===== config.mk =====
export PLATFORM = sky130hd
export DESIGN_NAME = partition_fit_allocator_top
export DESIGN_NICKNAME = d
export VERILOG_FILES = /design/src/hw/rtl/pfa_pkg.sv /design/src/hw/rtl/partition_fit_allocator_top.sv /design/src/hw/rtl/pfa_ram.sv /design/src/hw/rtl/pfa_engine.sv
export SDC_FILE = /design/constraint.sdc
export NUM_CORES = 2
export LEC_CHECK = 0
export BUFFER_PORTS_ARGS = -buffer_cell sky130_fd_sc_hd__buf_2
export CAP_MARGIN = 15
export CORE_MARGIN = 2
export CORE_UTILIZATION = 30
export DETAILED_ROUTE_END_ITERATION = 7
export PLACE_DENSITY = 0.55
export SLEW_MARGIN = 40
export SYNTH_ARGS = -nofsm -noshare
export SYNTH_HDL_FRONTEND = slang
export SYNTH_SLANG_ARGS = --single-unit

===== constraint.sdc =====
create_clock -name clock -period 7.37 [get_ports clock]
set_input_delay 1.474 -clock clock [delete_from_list [all_inputs] [get_ports clock]]
set_output_delay 1.474 -clock clock [all_outputs]
set_load 0.05 [all_outputs]

===== src/hw/rtl/pfa_pkg.sv =====
// Shared constants, codes and types of the partition fit allocator.
package pfa_pkg;

   localparam int MAX_PARTITIONS = 64;
   localparam int SIZE_BITS      = 16;
   localparam int IDX_BITS       = $clog2(MAX_PARTITIONS);
   localparam int CNT_BITS       = $clog2(MAX_PARTITIONS + 1);
   localparam int RAM_W          = 2 * SIZE_BITS;

   localparam int ACTION_W = 2;
   localparam int AMOUNT_W = 16;
   localparam int POLICY_W = 2;
   localparam int KIND_W   = 2;
   localparam int INDEX_W  = 6;
   localparam int SPACE_W  = 16;
   localparam int RSP_TDATA_W = 24;
   localparam int RSP_PAD_W   = RSP_TDATA_W - INDEX_W - SPACE_W;
   localparam int RSP_TUSER_W = KIND_W + 1;

   localparam logic [ACTION_W-1:0] ACT_LOAD   = 2'd0;
   localparam logic [ACTION_W-1:0] ACT_ALLOC  = 2'd1;
   localparam logic [ACTION_W-1:0] ACT_REPORT = 2'd2;
   localparam logic [ACTION_W-1:0] ACT_CLEAR  = 2'd3;

   localparam logic [POLICY_W-1:0] POL_FIRST = 2'd0;
   localparam logic [POLICY_W-1:0] POL_BEST  = 2'd1;
   localparam logic [POLICY_W-1:0] POL_WORST = 2'd2;

   localparam logic [KIND_W-1:0] KIND_LOAD   = 2'd0;
   localparam logic [KIND_W-1:0] KIND_ALLOC  = 2'd1;
   localparam logic [KIND_W-1:0] KIND_REPORT = 2'd2;

   typedef struct packed {
      logic [KIND_W-1:0]  kind;
      logic               success;
      logic [INDEX_W-1:0] index;
      logic [SPACE_W-1:0] space;
      logic               last;
   } rsp_type;

endpackage


===== src/hw/rtl/partition_fit_allocator_top.sv =====
// Top level of the partition fit allocator: policy register, engine and result register.
//
//   channel  direction  tdata                          tuser                  tlast
//   req_     in         amount[15:0]                   action[1:0]            -
//   rsp_     out        partition_index[5:0],          kind[1:0], success[2]  last
//                       space_left[21:6], zero[23:22]
//   csr_     in         fit_policy via csr_wr_data[1:0], written when csr_wr_en is high
//
// Load: one table write while the table has room, and one result. Allocate: a table scan
// at one read per cycle, then the final read drain, then one result.
// Report: one table read per emitted entry. Clear: no results.
// Reset clears the count, the used flags and the policy; table contents stay undefined.
// A stalled result holds in the output register while the next transaction is accepted.
module partition_fit_allocator_top
   import pfa_pkg::*;
(
   input  logic                   clock,
   input  logic                   reset,
   input  logic                   req_tvalid,
   output logic                   req_tready,
   input  logic [AMOUNT_W-1:0]    req_tdata,   // amount
   input  logic [ACTION_W-1:0]    req_tuser,   // action
   output logic                   rsp_tvalid,
   input  logic                   rsp_tready,
   output logic [RSP_TDATA_W-1:0] rsp_tdata,   // partition_index, space_left, pad
   output logic [RSP_TUSER_W-1:0] rsp_tuser,   // kind, success
   output logic                   rsp_tlast,
   input  logic                   csr_wr_en,
   input  logic [POLICY_W-1:0]    csr_wr_data
);

   logic [POLICY_W-1:0] policy_ff, policy_in;
   logic                out_valid_ff, out_valid_in;
   rsp_type             out_data_ff;
   logic                out_ready;
   logic                push;
   rsp_type             result;

   assign out_ready = !out_valid_ff || rsp_tready;

   pfa_engine u_engine (
      .clock      (clock),
      .reset      (reset),
      .in_valid   (req_tvalid),
      .in_ready   (req_tready),
      .in_action  (req_tuser),
      .in_amount  (req_tdata),
      .fit_policy (policy_ff),
      .out_ready  (out_ready),
      .out_push   (push),
      .out_result (result)
   );

   always_comb begin
      policy_in = csr_wr_en ? csr_wr_data : policy_ff;
      if (push) begin
         out_valid_in = 1'b1;
      end else if (rsp_tready) begin
         out_valid_in = 1'b0;
      end else begin
         out_valid_in = out_valid_ff;
      end
   end

   always_ff @(posedge clock) begin
      if (reset) begin
         policy_ff    <= POL_FIRST;
         out_valid_ff <= 1'b0;
      end else begin
         policy_ff    <= policy_in;
         out_valid_ff <= out_valid_in;
      end
   end

   always_ff @(posedge clock) begin
      if (push) begin
         out_data_ff <= result;
      end
   end

   assign rsp_tvalid = out_valid_ff;
   assign rsp_tdata  = {{RSP_PAD_W{1'b0}}, out_data_ff.space, out_data_ff.index};
   assign rsp_tuser  = {out_data_ff.success, out_data_ff.kind};
   assign rsp_tlast  = out_data_ff.last;

endmodule


===== src/hw/rtl/pfa_ram.sv =====
// Generic single-write, single-read RAM with registered read data.
module pfa_ram #(
   parameter int WIDTH = 32,
   parameter int DEPTH = 64
) (
   input  logic                     clock,
   input  logic                     wr_en,
   input  logic [$clog2(DEPTH)-1:0] wr_addr,
   input  logic [WIDTH-1:0]         wr_data,
   input  logic                     rd_en,
   input  logic [$clog2(DEPTH)-1:0] rd_addr,
   output logic [WIDTH-1:0]         rd_data
);

   logic [WIDTH-1:0] mem [DEPTH];
   logic [WIDTH-1:0] rd_data_ff;

   always_ff @(posedge clock) begin
      if (wr_en) begin
         mem[wr_addr] <= wr_data;
      end
      if (rd_en) begin
         rd_data_ff <= mem[rd_addr];
      end
   end

   assign rd_data = rd_data_ff;

endmodule


===== src/hw/rtl/pfa_engine.sv =====
// Partition table sequencer: load, clear, fit scan, allocation write-back and report.
module pfa_engine
   import pfa_pkg::*;
(
   input  logic                clock,
   input  logic                reset,
   input  logic                in_valid,
   output logic                in_ready,
   input  logic [ACTION_W-1:0] in_action,
   input  logic [AMOUNT_W-1:0] in_amount,
   input  logic [POLICY_W-1:0] fit_policy,
   input  logic                out_ready,
   output logic                out_push,
   output rsp_type             out_result
);

   localparam logic [2:0] ST_IDLE   = 3'd0;
   localparam logic [2:0] ST_LOAD   = 3'd1;
   localparam logic [2:0] ST_SCAN   = 3'd2;
   localparam logic [2:0] ST_ALLOC  = 3'd3;
   localparam logic [2:0] ST_REPORT = 3'd4;

   logic [2:0]                state_ff, state_in;
   logic [CNT_BITS-1:0]       cnt_ff, cnt_in;
   logic [MAX_PARTITIONS-1:0] in_use_ff, in_use_in;
   logic [CNT_BITS-1:0]       rd_idx_ff, rd_idx_in;
   logic                      rd_valid_ff, rd_valid_in;
   logic [IDX_BITS-1:0]       rd_tag_ff, rd_tag_in;
   logic                      found_ff, found_in;
   logic [IDX_BITS-1:0]       pick_ff, pick_in;
   logic [SIZE_BITS-1:0]      best_ff, best_in;
   logic [SIZE_BITS-1:0]      amount_ff, amount_in;

   logic                      ram_wr_en;
   logic [IDX_BITS-1:0]       ram_wr_addr;
   logic [RAM_W-1:0]          ram_wr_data;
   logic                      ram_rd_en;
   logic [IDX_BITS-1:0]       ram_rd_addr;
   logic [RAM_W-1:0]          ram_rd_data;

   logic [SIZE_BITS-1:0]      rd_size;
   logic [SIZE_BITS-1:0]      rd_left;
   logic [SIZE_BITS-1:0]      alloc_left;
   logic [CNT_BITS-1:0]       nxt_idx;
   logic                      accept;
   logic                      fits;
   logic                      take;
   logic                      rpt_last;

   pfa_ram #(
      .WIDTH (RAM_W),
      .DEPTH (MAX_PARTITIONS)
   ) u_table (
      .clock   (clock),
      .wr_en   (ram_wr_en),
      .wr_addr (ram_wr_addr),
      .wr_data (ram_wr_data),
      .rd_en   (ram_rd_en),
      .rd_addr (ram_rd_addr),
      .rd_data (ram_rd_data)
   );

   assign in_ready   = (state_ff == ST_IDLE);
   assign accept     = in_valid && in_ready;
   assign rd_size    = ram_rd_data[SIZE_BITS-1:0];
   assign rd_left    = ram_rd_data[RAM_W-1:SIZE_BITS];
   assign alloc_left = best_ff - amount_ff;
   assign nxt_idx    = rd_idx_ff + CNT_BITS'(1);
   assign rpt_last   = (nxt_idx == cnt_ff);
   assign fits       = !in_use_ff[rd_tag_ff] && (rd_size >= amount_ff);
   assign take       = fits && (!found_ff
                                || ((fit_policy == POL_BEST) && (rd_size < best_ff))
                                || ((fit_policy == POL_WORST) && (rd_size > best_ff)));

   always_comb begin
      state_in    = state_ff;
      cnt_in      = cnt_ff;
      in_use_in   = in_use_ff;
      rd_idx_in   = rd_idx_ff;
      rd_valid_in = 1'b0;
      rd_tag_in   = rd_tag_ff;
      found_in    = found_ff;
      pick_in     = pick_ff;
      best_in     = best_ff;
      amount_in   = amount_ff;
      ram_wr_en   = 1'b0;
      ram_wr_addr = cnt_ff[IDX_BITS-1:0];
      ram_wr_data = {amount_ff, amount_ff};
      ram_rd_en   = 1'b0;
      ram_rd_addr = rd_idx_ff[IDX_BITS-1:0];
      out_push    = 1'b0;
      out_result  = '0;
      case (state_ff)
         ST_IDLE: begin
            if (accept) begin
               amount_in = SIZE_BITS'(in_amount);
               rd_idx_in = '0;
               found_in  = 1'b0;
               case (in_action)
                  ACT_LOAD: begin
                     state_in = ST_LOAD;
                  end
                  ACT_ALLOC: begin
                     state_in = ST_SCAN;
                  end
                  ACT_REPORT: begin
                     if (cnt_ff != '0) begin
                        ram_rd_en   = 1'b1;
                        ram_rd_addr = '0;
                        state_in    = ST_REPORT;
                     end
                  end
                  default: begin
                     cnt_in    = '0;
                     in_use_in = '0;
                  end
               endcase
            end
         end
         ST_LOAD: begin
            if (out_ready) begin
               out_push        = 1'b1;
               out_result.kind = KIND_LOAD;
               out_result.last = 1'b1;
               if (cnt_ff < CNT_BITS'(MAX_PARTITIONS)) begin
                  ram_wr_en                        = 1'b1;
                  in_use_in[cnt_ff[IDX_BITS-1:0]] = 1'b0;
                  cnt_in                           = cnt_ff + CNT_BITS'(1);
                  out_result.success               = 1'b1;
                  out_result.index                 = INDEX_W'(cnt_ff);
                  out_result.space                 = SPACE_W'(amount_ff);
               end
               state_in = ST_IDLE;
            end
         end
         ST_SCAN: begin
            if (rd_idx_ff < cnt_ff) begin
               ram_rd_en   = 1'b1;
               rd_idx_in   = nxt_idx;
               rd_valid_in = 1'b1;
               rd_tag_in   = rd_idx_ff[IDX_BITS-1:0];
            end else if (!rd_valid_ff) begin
               state_in = ST_ALLOC;
            end
            if (rd_valid_ff && take) begin
               found_in = 1'b1;
               pick_in  = rd_tag_ff;
               best_in  = rd_size;
            end
         end
         ST_ALLOC: begin
            if (out_ready) begin
               out_push        = 1'b1;
               out_result.kind = KIND_ALLOC;
               out_result.last = 1'b1;
               if (found_ff) begin
                  ram_wr_en          = 1'b1;
                  ram_wr_addr        = pick_ff;
                  ram_wr_data        = {alloc_left, best_ff};
                  in_use_in[pick_ff] = 1'b1;
                  out_result.success = 1'b1;
                  out_result.index   = INDEX_W'(pick_ff);
                  out_result.space   = SPACE_W'(alloc_left);
               end
               state_in = ST_IDLE;
            end
         end
         ST_REPORT: begin
            if (out_ready) begin
               out_push           = 1'b1;
               out_result.kind    = KIND_REPORT;
               out_result.success = 1'b1;
               out_result.index   = INDEX_W'(rd_idx_ff);
               out_result.space   = SPACE_W'(rd_left);
               out_result.last    = rpt_last;
               if (rpt_last) begin
                  state_in = ST_IDLE;
               end else begin
                  ram_rd_en   = 1'b1;
                  ram_rd_addr = nxt_idx[IDX_BITS-1:0];
                  rd_idx_in   = nxt_idx;
               end
            end
         end
         default: begin
            state_in = ST_IDLE;
         end
      endcase
   end

   always_ff @(posedge clock) begin
      if (reset) begin
         state_ff    <= ST_IDLE;
         cnt_ff      <= '0;
         in_use_ff   <= '0;
         rd_valid_ff <= 1'b0;
         found_ff    <= 1'b0;
      end else begin
         state_ff    <= state_in;
         cnt_ff      <= cnt_in;
         in_use_ff   <= in_use_in;
         rd_valid_ff <= rd_valid_in;
         found_ff    <= found_in;
      end
   end

   always_ff @(posedge clock) begin
      rd_idx_ff <= rd_idx_in;
      rd_tag_ff <= rd_tag_in;
      pick_ff   <= pick_in;
      best_ff   <= best_in;
      amount_ff <= amount_in;
   end

`ifndef NO_ASSERTIONS
   a_push_needs_room: assert property (@(posedge clock) disable iff (reset)
      out_push |-> out_ready)
      else $error("result pushed into a full output stage");

   a_count_bound: assert property (@(posedge clock) disable iff (reset)
      cnt_ff <= CNT_BITS'(MAX_PARTITIONS))
      else $error("partition count beyond table depth");

   a_clear_empties: assert property (@(posedge clock) disable iff (reset)
      (accept && (in_action == ACT_CLEAR)) |=> ((cnt_ff == '0) && (in_use_ff == '0)))
      else $error("clear left entries behind");

   a_alloc_in_table: assert property (@(posedge clock) disable iff (reset)
      (out_push && (out_result.kind == KIND_ALLOC) && out_result.success)
         |-> ((CNT_BITS'(pick_ff) < cnt_ff) && !in_use_ff[pick_ff]))
      else $error("allocation picked a used or absent partition");
`endif

endmodule

Word level (Yosys, flattened, before mapping)
Memory sizes are Yosys's and may differ from the RTL's. A register that Yosys moved wholly into a read port is not among the register bits.
Index checks and enable logic that the tools add are counted.
{"block": "word_totals", "ff_bits": 156, "ramBits": 2048, "in_bits": 25, "out_inout_bits": 30, "elab_cells": 165, "memories": 1}
{"block": "classes", "addsub": 3, "magnitude_cmp": 10, "eq_ne": 25, "n_mux": 71, "n_bitwise": 4, "n_reduce_logical": 34}
{"memory": "u_engine.u_table.mem", "words": 64, "word_bits": 32, "rd": 1, "rd_ports_with_merged_regs": 1, "wr": 1, "line_no": "pfa_ram.sv:15", "source": "logic [WIDTH-1:0] mem [DEPTH];"}
{"cell": "64-bit 2-to-1 mux", "n": 6}
{"cell": "64-bit one-hot mux with 3 select lines", "n": 1}
{"cell": "32-bit 2-to-1 mux", "n": 3}
{"cell": "26-bit one-hot mux with 3 select lines", "n": 1}
{"cell": "64-bit bitwise AND", "n": 1}
{"cell": "64-bit inverter", "n": 1}
{"cell": "64-bit OR", "n": 1}
{"cell": "7-bit 2-to-1 mux", "n": 8}
{"cell": "6-bit 2-to-1 mux", "n": 8}
{"cell": "23-bit 2-to-1 mux", "n": 2}
{"cell": "26-bit 2-to-1 mux", "n": 1}
{"cell": "25-bit 2-to-1 mux", "n": 1}
{"cell": "24-bit 2-to-1 mux", "n": 1}
{"cell": "6-bit by 7-bit less-than comparator with 1-bit output, second input constant", "n": 3}
{"cell": "1-bit 2-to-1 mux", "n": 21}
{"cell": "3-bit 2-to-1 mux", "n": 7}
{"cell": "7-bit one-hot mux with 3 select lines", "n": 1}
{"cell": "16-bit >= comparator", "n": 1}
{"cell": "16-bit > comparator", "n": 1}
{"cell": "16-bit less-than comparator", "n": 1}
{"cell": "2-bit != test, second input constant", "n": 8}
{"cell": "16-bit subtractor", "n": 1}
{"cell": "7-bit by 1-bit adder with 7-bit output, second input constant", "n": 2}
{"cell": "7-bit one-hot mux with 2 select lines", "n": 1}
{"cell": "other kinds (35)", "n": 65}

Depth between registers and ports, before layout
{"block": "logic_depth", "ltp_word": 9, "depth_mapped": 18, "mapped_depth_nobuf": 15}

By module
A second synthesis with hierarchy kept.
{"block": "hier_totals", "cells_unflattened": 4365, "hier_area_um2": 88188.3}
{"mod": "pfa_ram", "instances": 1, "cells_per_inst": 3324, "area_each_um2": 78833.1, "seq_area_each_um2": 62459.9}
{"mod": "pfa_engine", "instances": 1, "cells_per_inst": 1002, "area_each_um2": 8445.6, "seq_area_each_um2": 3052.9}
{"mod": "partition_fit_allocator_top", "instances": 1, "cells_per_inst": 39, "area_each_um2": 909.6, "seq_area_each_um2": 840.8}

Worst setup path after synthesis
OpenSTA, ideal clock, no wires.
{"block": "synth_timing", "path_kind": "input to register", "start": "input port rsp_tready", "end": "memory u_engine.u_table.mem[0][15] (data pin)", "setup_ps": 702, "arrival_ps": 5119, "required_ps": 6668, "path_slack_ps": 1549, "cell_stages": 7, "n_path_buf": 3, "cell_sequence": "nand2b_1 and3_1 clkbuf_1 and2_1 clkbuf_1 clkbuf_1 o21ai_0"}
{"block": "synth_between", "elab_chain_len": 3}
{"item": "start, declared", "line_no": "partition_fit_allocator_top.sv:24", "source": "input logic rsp_tready,"}
{"item": "1-bit logical OR", "line_no": "partition_fit_allocator_top.sv:39", "source": "assign out_ready = !out_valid_ff || rsp_tready;"}
{"item": "32-bit 2-to-1 mux", "line_no": "pfa_engine.sv:152", "source": "if (out_ready) begin"}
{"item": "32-bit 2-to-1 mux", "line_no": "pfa_engine.sv:93", "source": "case (state_ff)"}
{"item": "net u_engine.ram_wr_data[15]", "line_no": "pfa_engine.sv:36", "source": "logic [RAM_W-1:0] ram_wr_data;"}
{"item": "end, declared", "line_no": "pfa_ram.sv:15"}
The timed path passes the listed nets, and every way through them passes these cells.

Final worst setup path
{"block": "layout_timing", "start": "register u_engine.rd_idx_ff[0]", "end": "register u_engine.u_table.rd_data_ff[31], in the netlist u_engine.u_table.rd_data[31], read port of u_engine.u_table.mem (data pin)"}
{"block": "layout_between", "elab_chain_len": 5, "word_cells_on_any_way": 13}
{"item": "start, declared", "line_no": "pfa_engine.sv:26", "source": "logic [CNT_BITS-1:0] rd_idx_ff, rd_idx_in;"}
{"item": "start signal, assigned", "line_no": "pfa_engine.sv:208", "source": "rd_idx_ff <= rd_idx_in;"}
{"item": "7-bit by 1-bit adder with 7-bit output", "line_no": "pfa_engine.sv:68", "source": "assign nxt_idx = rd_idx_ff + CNT_BITS'(1);"}
{"item": "7-bit equality test", "line_no": "pfa_engine.sv:69", "source": "assign rpt_last = (nxt_idx == cnt_ff);"}
{"item": "1-bit 2-to-1 mux or 6-bit 2-to-1 mux (tied branches)", "line_no": "pfa_engine.sv:176", "source": "if (rpt_last) begin"}
{"item": "1-bit 2-to-1 mux or 6-bit 2-to-1 mux (tied branches)", "line_no": "pfa_engine.sv:169", "source": "if (out_ready) begin"}
{"item": "1-bit one-hot mux with 3 select lines or 6-bit one-hot mux with 2 select lines (tied branches)", "line_no": "pfa_engine.sv:93"}
{"item": "end, declared", "line_no": "pfa_ram.sv:16", "source": "logic [WIDTH-1:0] rd_data_ff;"}
Parallel ways exist; a longest one is shown, timed or not.
A chain may end at the register's enable or synchronous reset.

==> run summary <==
The run finished with clean final reports. Worst path required time: 7.95 ns. After detailed placement, the design holds a cell count of 10,300. The logs give 0.738 for the fraction of the yosys area taken by sequential cells and 0.0664 mm2 for the area occupied by registers. Counting instances, the worst hold path has a depth of 2.

The starting density of the core is 0.301, and the tightest slew margin relative to the limit is 0.363. Based on the critical path, the design can be clocked at up to 0.170 GHz. For this run, the leading register cell type out of synthesis is edfxtp_1. Compared with the post-synthesis result, the final layout area differs by 16.1%.

The total wire length after detailed routing was 282,000 um. STA classifies the critical path startpoint as a register. Dividing the detail-routed via count by the number of cells gives 5.29. The clock net in this run drives a total of 2,236 sinks.

The total track usage was 0.181; the share of the synthesized area in the top cell type was 0.720. Dividing total power by cell area gives a power density of 281 mW/mm2. The hold buffer count at CTS was 0; the length in cells of the worst reg-to-reg path was 16.

The count of cells in the finished layout, fillers not included, comes to 10,700. Averaged over all synthesized cells, the footprint is 14.2 um2. The tools report the start point of the critical path as u_engine.rd_idx_ff[0]. Setup slack after layout: 1.50 ns. For this run the aggregate overflow at the end of global routing stands at 0. For this run, the number of Yosys warnings is 0.

The initialized floorplan defines 201 standard-cell rows. Start-to-end type of the worst setup path: register to register. The initial antenna violation count is 13, and the area of combinational cells with multiple inputs is 0.0225 mm2. From bottom edge to top edge, the die measures 552 um.

The clock tree synthesis step divided the H-tree into 4 levels. The worst-case IR drop observed on VDD is 0.285 mV. The maximum clock skew at final layout was 0.0559 ns; the total non-filler cell area in the finished layout was 0.104 mm2. In this run the remaining antenna-violating nets after routing total 0.

The tool flagged a number of max-cap violations equal to 0. Gates resized during post-CTS repair numbered 0. The number of enable-type register cells in the synthesized netlist came out at 2,157.

The worst flop-to-flop path startpoint was u_engine.rd_idx_ff[0]. The final route contains 56,400 vias. The HPWL after detailed placement is 162,000 um. After synthesis the netlist holds a flip-flop and latch count of 2,236. The logs give 0 for the buffer count from post-CTS setup fixing and 7,115 for the count of routing violations after the opening detailed-route iteration. The core region is 0.299 mm2. The number of inserted filler cells in the final layout is 28,400, and the I/O pin count is 55.

For the number of hold-slack violations in the final timing report, the log shows 0. The first global-routing pass estimated 398,000 um of wire. Global placement routability congestion: 0.842. The tree is rooted in a clkbuf_16. Sorting the synthesized cells by area gives the leading types as edfxtp_1, nand2_1, mux2i_1. In this run the static leakage power is 34.6 nW.

The via count of the first global-routing pass is 53,400. The clock reaches the later pin of the worst-skew pair after 0.90 ns. The worst path needs 5.87 ns of the cycle, external delays included. For the count of pins over their slew limit, the log shows 0.

The post-route fraction of the period consumed by the critical path is 0.797. The detail-routed net length per standard cell was 26.4 um; the arrival time reported for the critical path endpoint was 6.45 ns. The run gives 0 as the count of final setup violators.

Entering global routing, the biggest net connects 130 pins. After clock tree synthesis, the clock-pin slew on the worst setup and hold paths is 0.06 ns. The fraction of registers with async set/reset was 0; the die footprint was 0.304 mm2. Sort of element at the end of the critical path: a register. The tools report the cell area after synthesis as 0.0900 mm2.

In the routed design, unresolved DRC markers number 0. The chip width came out at 552 um. The run gives 6,618 as the number of nets in the finished design. In this run, CTS created clock tree buffers numbering 221. Synthesis instantiated 83 different standard cells from the library. Counting along the longest clock path gives a buffer depth of 3.

The post-detailed-placement cell area was 0.0971 mm2. TritonCTS built the clock tree. The actual transition at the worst max-transition pin was 0.951 ns; the synthesized netlist cell count was 6,342.

Startpoint of the lowest-slack hold path: u_engine.in_use_ff[63]. Before CTS, the worst setup slack after placement is 0.987 ns. Setup repair after global routing left no endpoint under its margin. The run gives 5 as the iteration count of the initial detailed-routing pass. Summed over all instances, the cell type with the most area after synthesis is edfxtp_1. Type of the tightest min-delay check: register to register.

The count of input and output buffers is 52. Of all nets on the critical path, the largest fanout is 43. The fraction of final layout cells sized beyond drive strength 1 is 0.127.
-- cell usage in the layout, fill, tap and decap left out, types with 45 or more instances in the layout --
master and n:
buf_12 45, clkbuf_16 224, buf_4 222, nor3_1 67, a31oi_1 99, edfxtp_1 2157
dfxtp_1 79, mux2i_1 464, nand3_1 288, o21ai_0 127, buf_2 52, clkinv_1 53
nand2_1 1279, nor2_4 67, nor2_1 63, a21oi_1 406, ha_1 62, a211oi_1 92
o22ai_1 192, inv_1 59
-- where the power goes --
group          total, mW  leakage, nW  switching [mW]  internal [mW]
Combinational       3.95         11.1            2.84           1.11
Clock               11.1         3.47            4.84           6.30
Sequential          14.3         20.1          0.0792           14.2
-- final timing paths --
| check | slack (ns) | end |
|---|---|---|
| max | 1.50 | u_engine.u_table.rd_data[31] |
| min | 0.47 | u_engine.in_use_ff[63] |
| max reg2reg | 1.50 | u_engine.u_table.rd_data[31] |
| min reg2reg | 0.47 | u_engine.in_use_ff[63] |
-- synthesized netlist by cell type, drive strengths merged, types with 7 or more instances --
cell	number
a221o	8
mux2i	465
o21ai	155
nor3	74
a21o	21
nor2b	13
edfxtp	2157
clkbuf	178
o211ai	30
and3	25
nand2b	15
ha	62
nand3	292
xor2	7
a21oi	408
o22ai	196
and2	8
xnor2	18
a31oi	100
or3	10
inv	60
nor2	133
dfxtp	79
nand4	9
mux4	21
buf	205
o31ai	12
nand2	1290
a211oi	92
a22oi	16
nor4	60
or4	11
o2111ai	23
-- routing by layer --
| layer | global-route usage | up-vias | share of wire |
|---|---|---|---|
| li1 | - | 24400 | - |
| met1 | 0.258 | 29000 | 0.43 |
| met2 | 0.283 | 2653 | 0.45 |
| met3 | 0.0247 | 391 | 0.084 |
| met4 | 0.0602 | 6 | 0.033 |
| met5 | 0 | - | 0.00014 |
-- cell families (layout without fill, tap and decap cells) --
kind of cell / Yosys count / in the layout / synth area share
AND/OR/NAND/NOR: 1962 / 1962 / 0.0928
AO/OA/AOI/OAI: 1117 / 1117 / 0.0754
buffers and inverters: 443 / 816 / 0.0244
other: 1 / 6 / 0.0000417
multiplexers: 492 / 492 / 0.0578
XOR/XNOR: 28 / 28 / 0.00318
flip-flops: 2236 / 2236 / 0.738
adder cells (fa/ha/maj): 63 / 63 / 0.00885
-- critical path: stages, from the launching register on --
cell	delay [ns]
edfxtp_1	0.58
ha_1	0.34
and3_1	0.35
and3_4	0.25
xnor3_1	0.30
o31ai_4	0.67
mux2_8	0.48
buf_16	0.28
buf_16	0.28
buf_4	0.38
buf_4	0.27
nand3_1	0.09
a31oi_1	0.22
nand2_1	0.27
o22ai_1	0.43
buf_4	0.19
a211oi_1	0.07
-- area by class of cell --
type / count / area share
inverters: 60 / 0.00216
clock buffers: 270 / 0.0557
clock inverters: 139 / 0.0122
well taps: 3958 / 0.0474
repair buffers: 347 / 0.0315
diodes: 4 / 0.0000959
multi-input cells: 3664 / 0.216
flip-flops and latches: 2236 / 0.635
-- stage by stage --
stage	hold WS [ns]	total power [mW]	util	setup TNS (ns)
finish	0.467	29.4	0.349	0
global route	0.489	30.2	0.349	0
CTS	0.469	29.5	0.349	0
detailed placement	0.455	18.5	0.325	0
global placement	0.456	18.4	0.324	-0.0980
floorplan	0.424	16.8	-	0
-- state kept, by name, summed over array words and instances (netlist names) --
register	cells
u_engine.u_table.mem	2048
u_engine.in_use_ff	64
u_engine.u_table.rd_data	32
rsp_tdata	22
u_engine.amount_ff	16
u_engine.best_ff	16
u_engine.cnt_ff	7
u_engine.rd_idx_ff	7
u_engine.pick_ff	6
u_engine.rd_tag_ff	6
rsp_tuser	3
u_engine.state_ff	3
policy_ff	2
rsp_tlast	1
rsp_tvalid	1
u_engine.found_ff	1
u_engine.rd_valid_ff	1
Note: power is estimated with default switching activity, not from simulation.
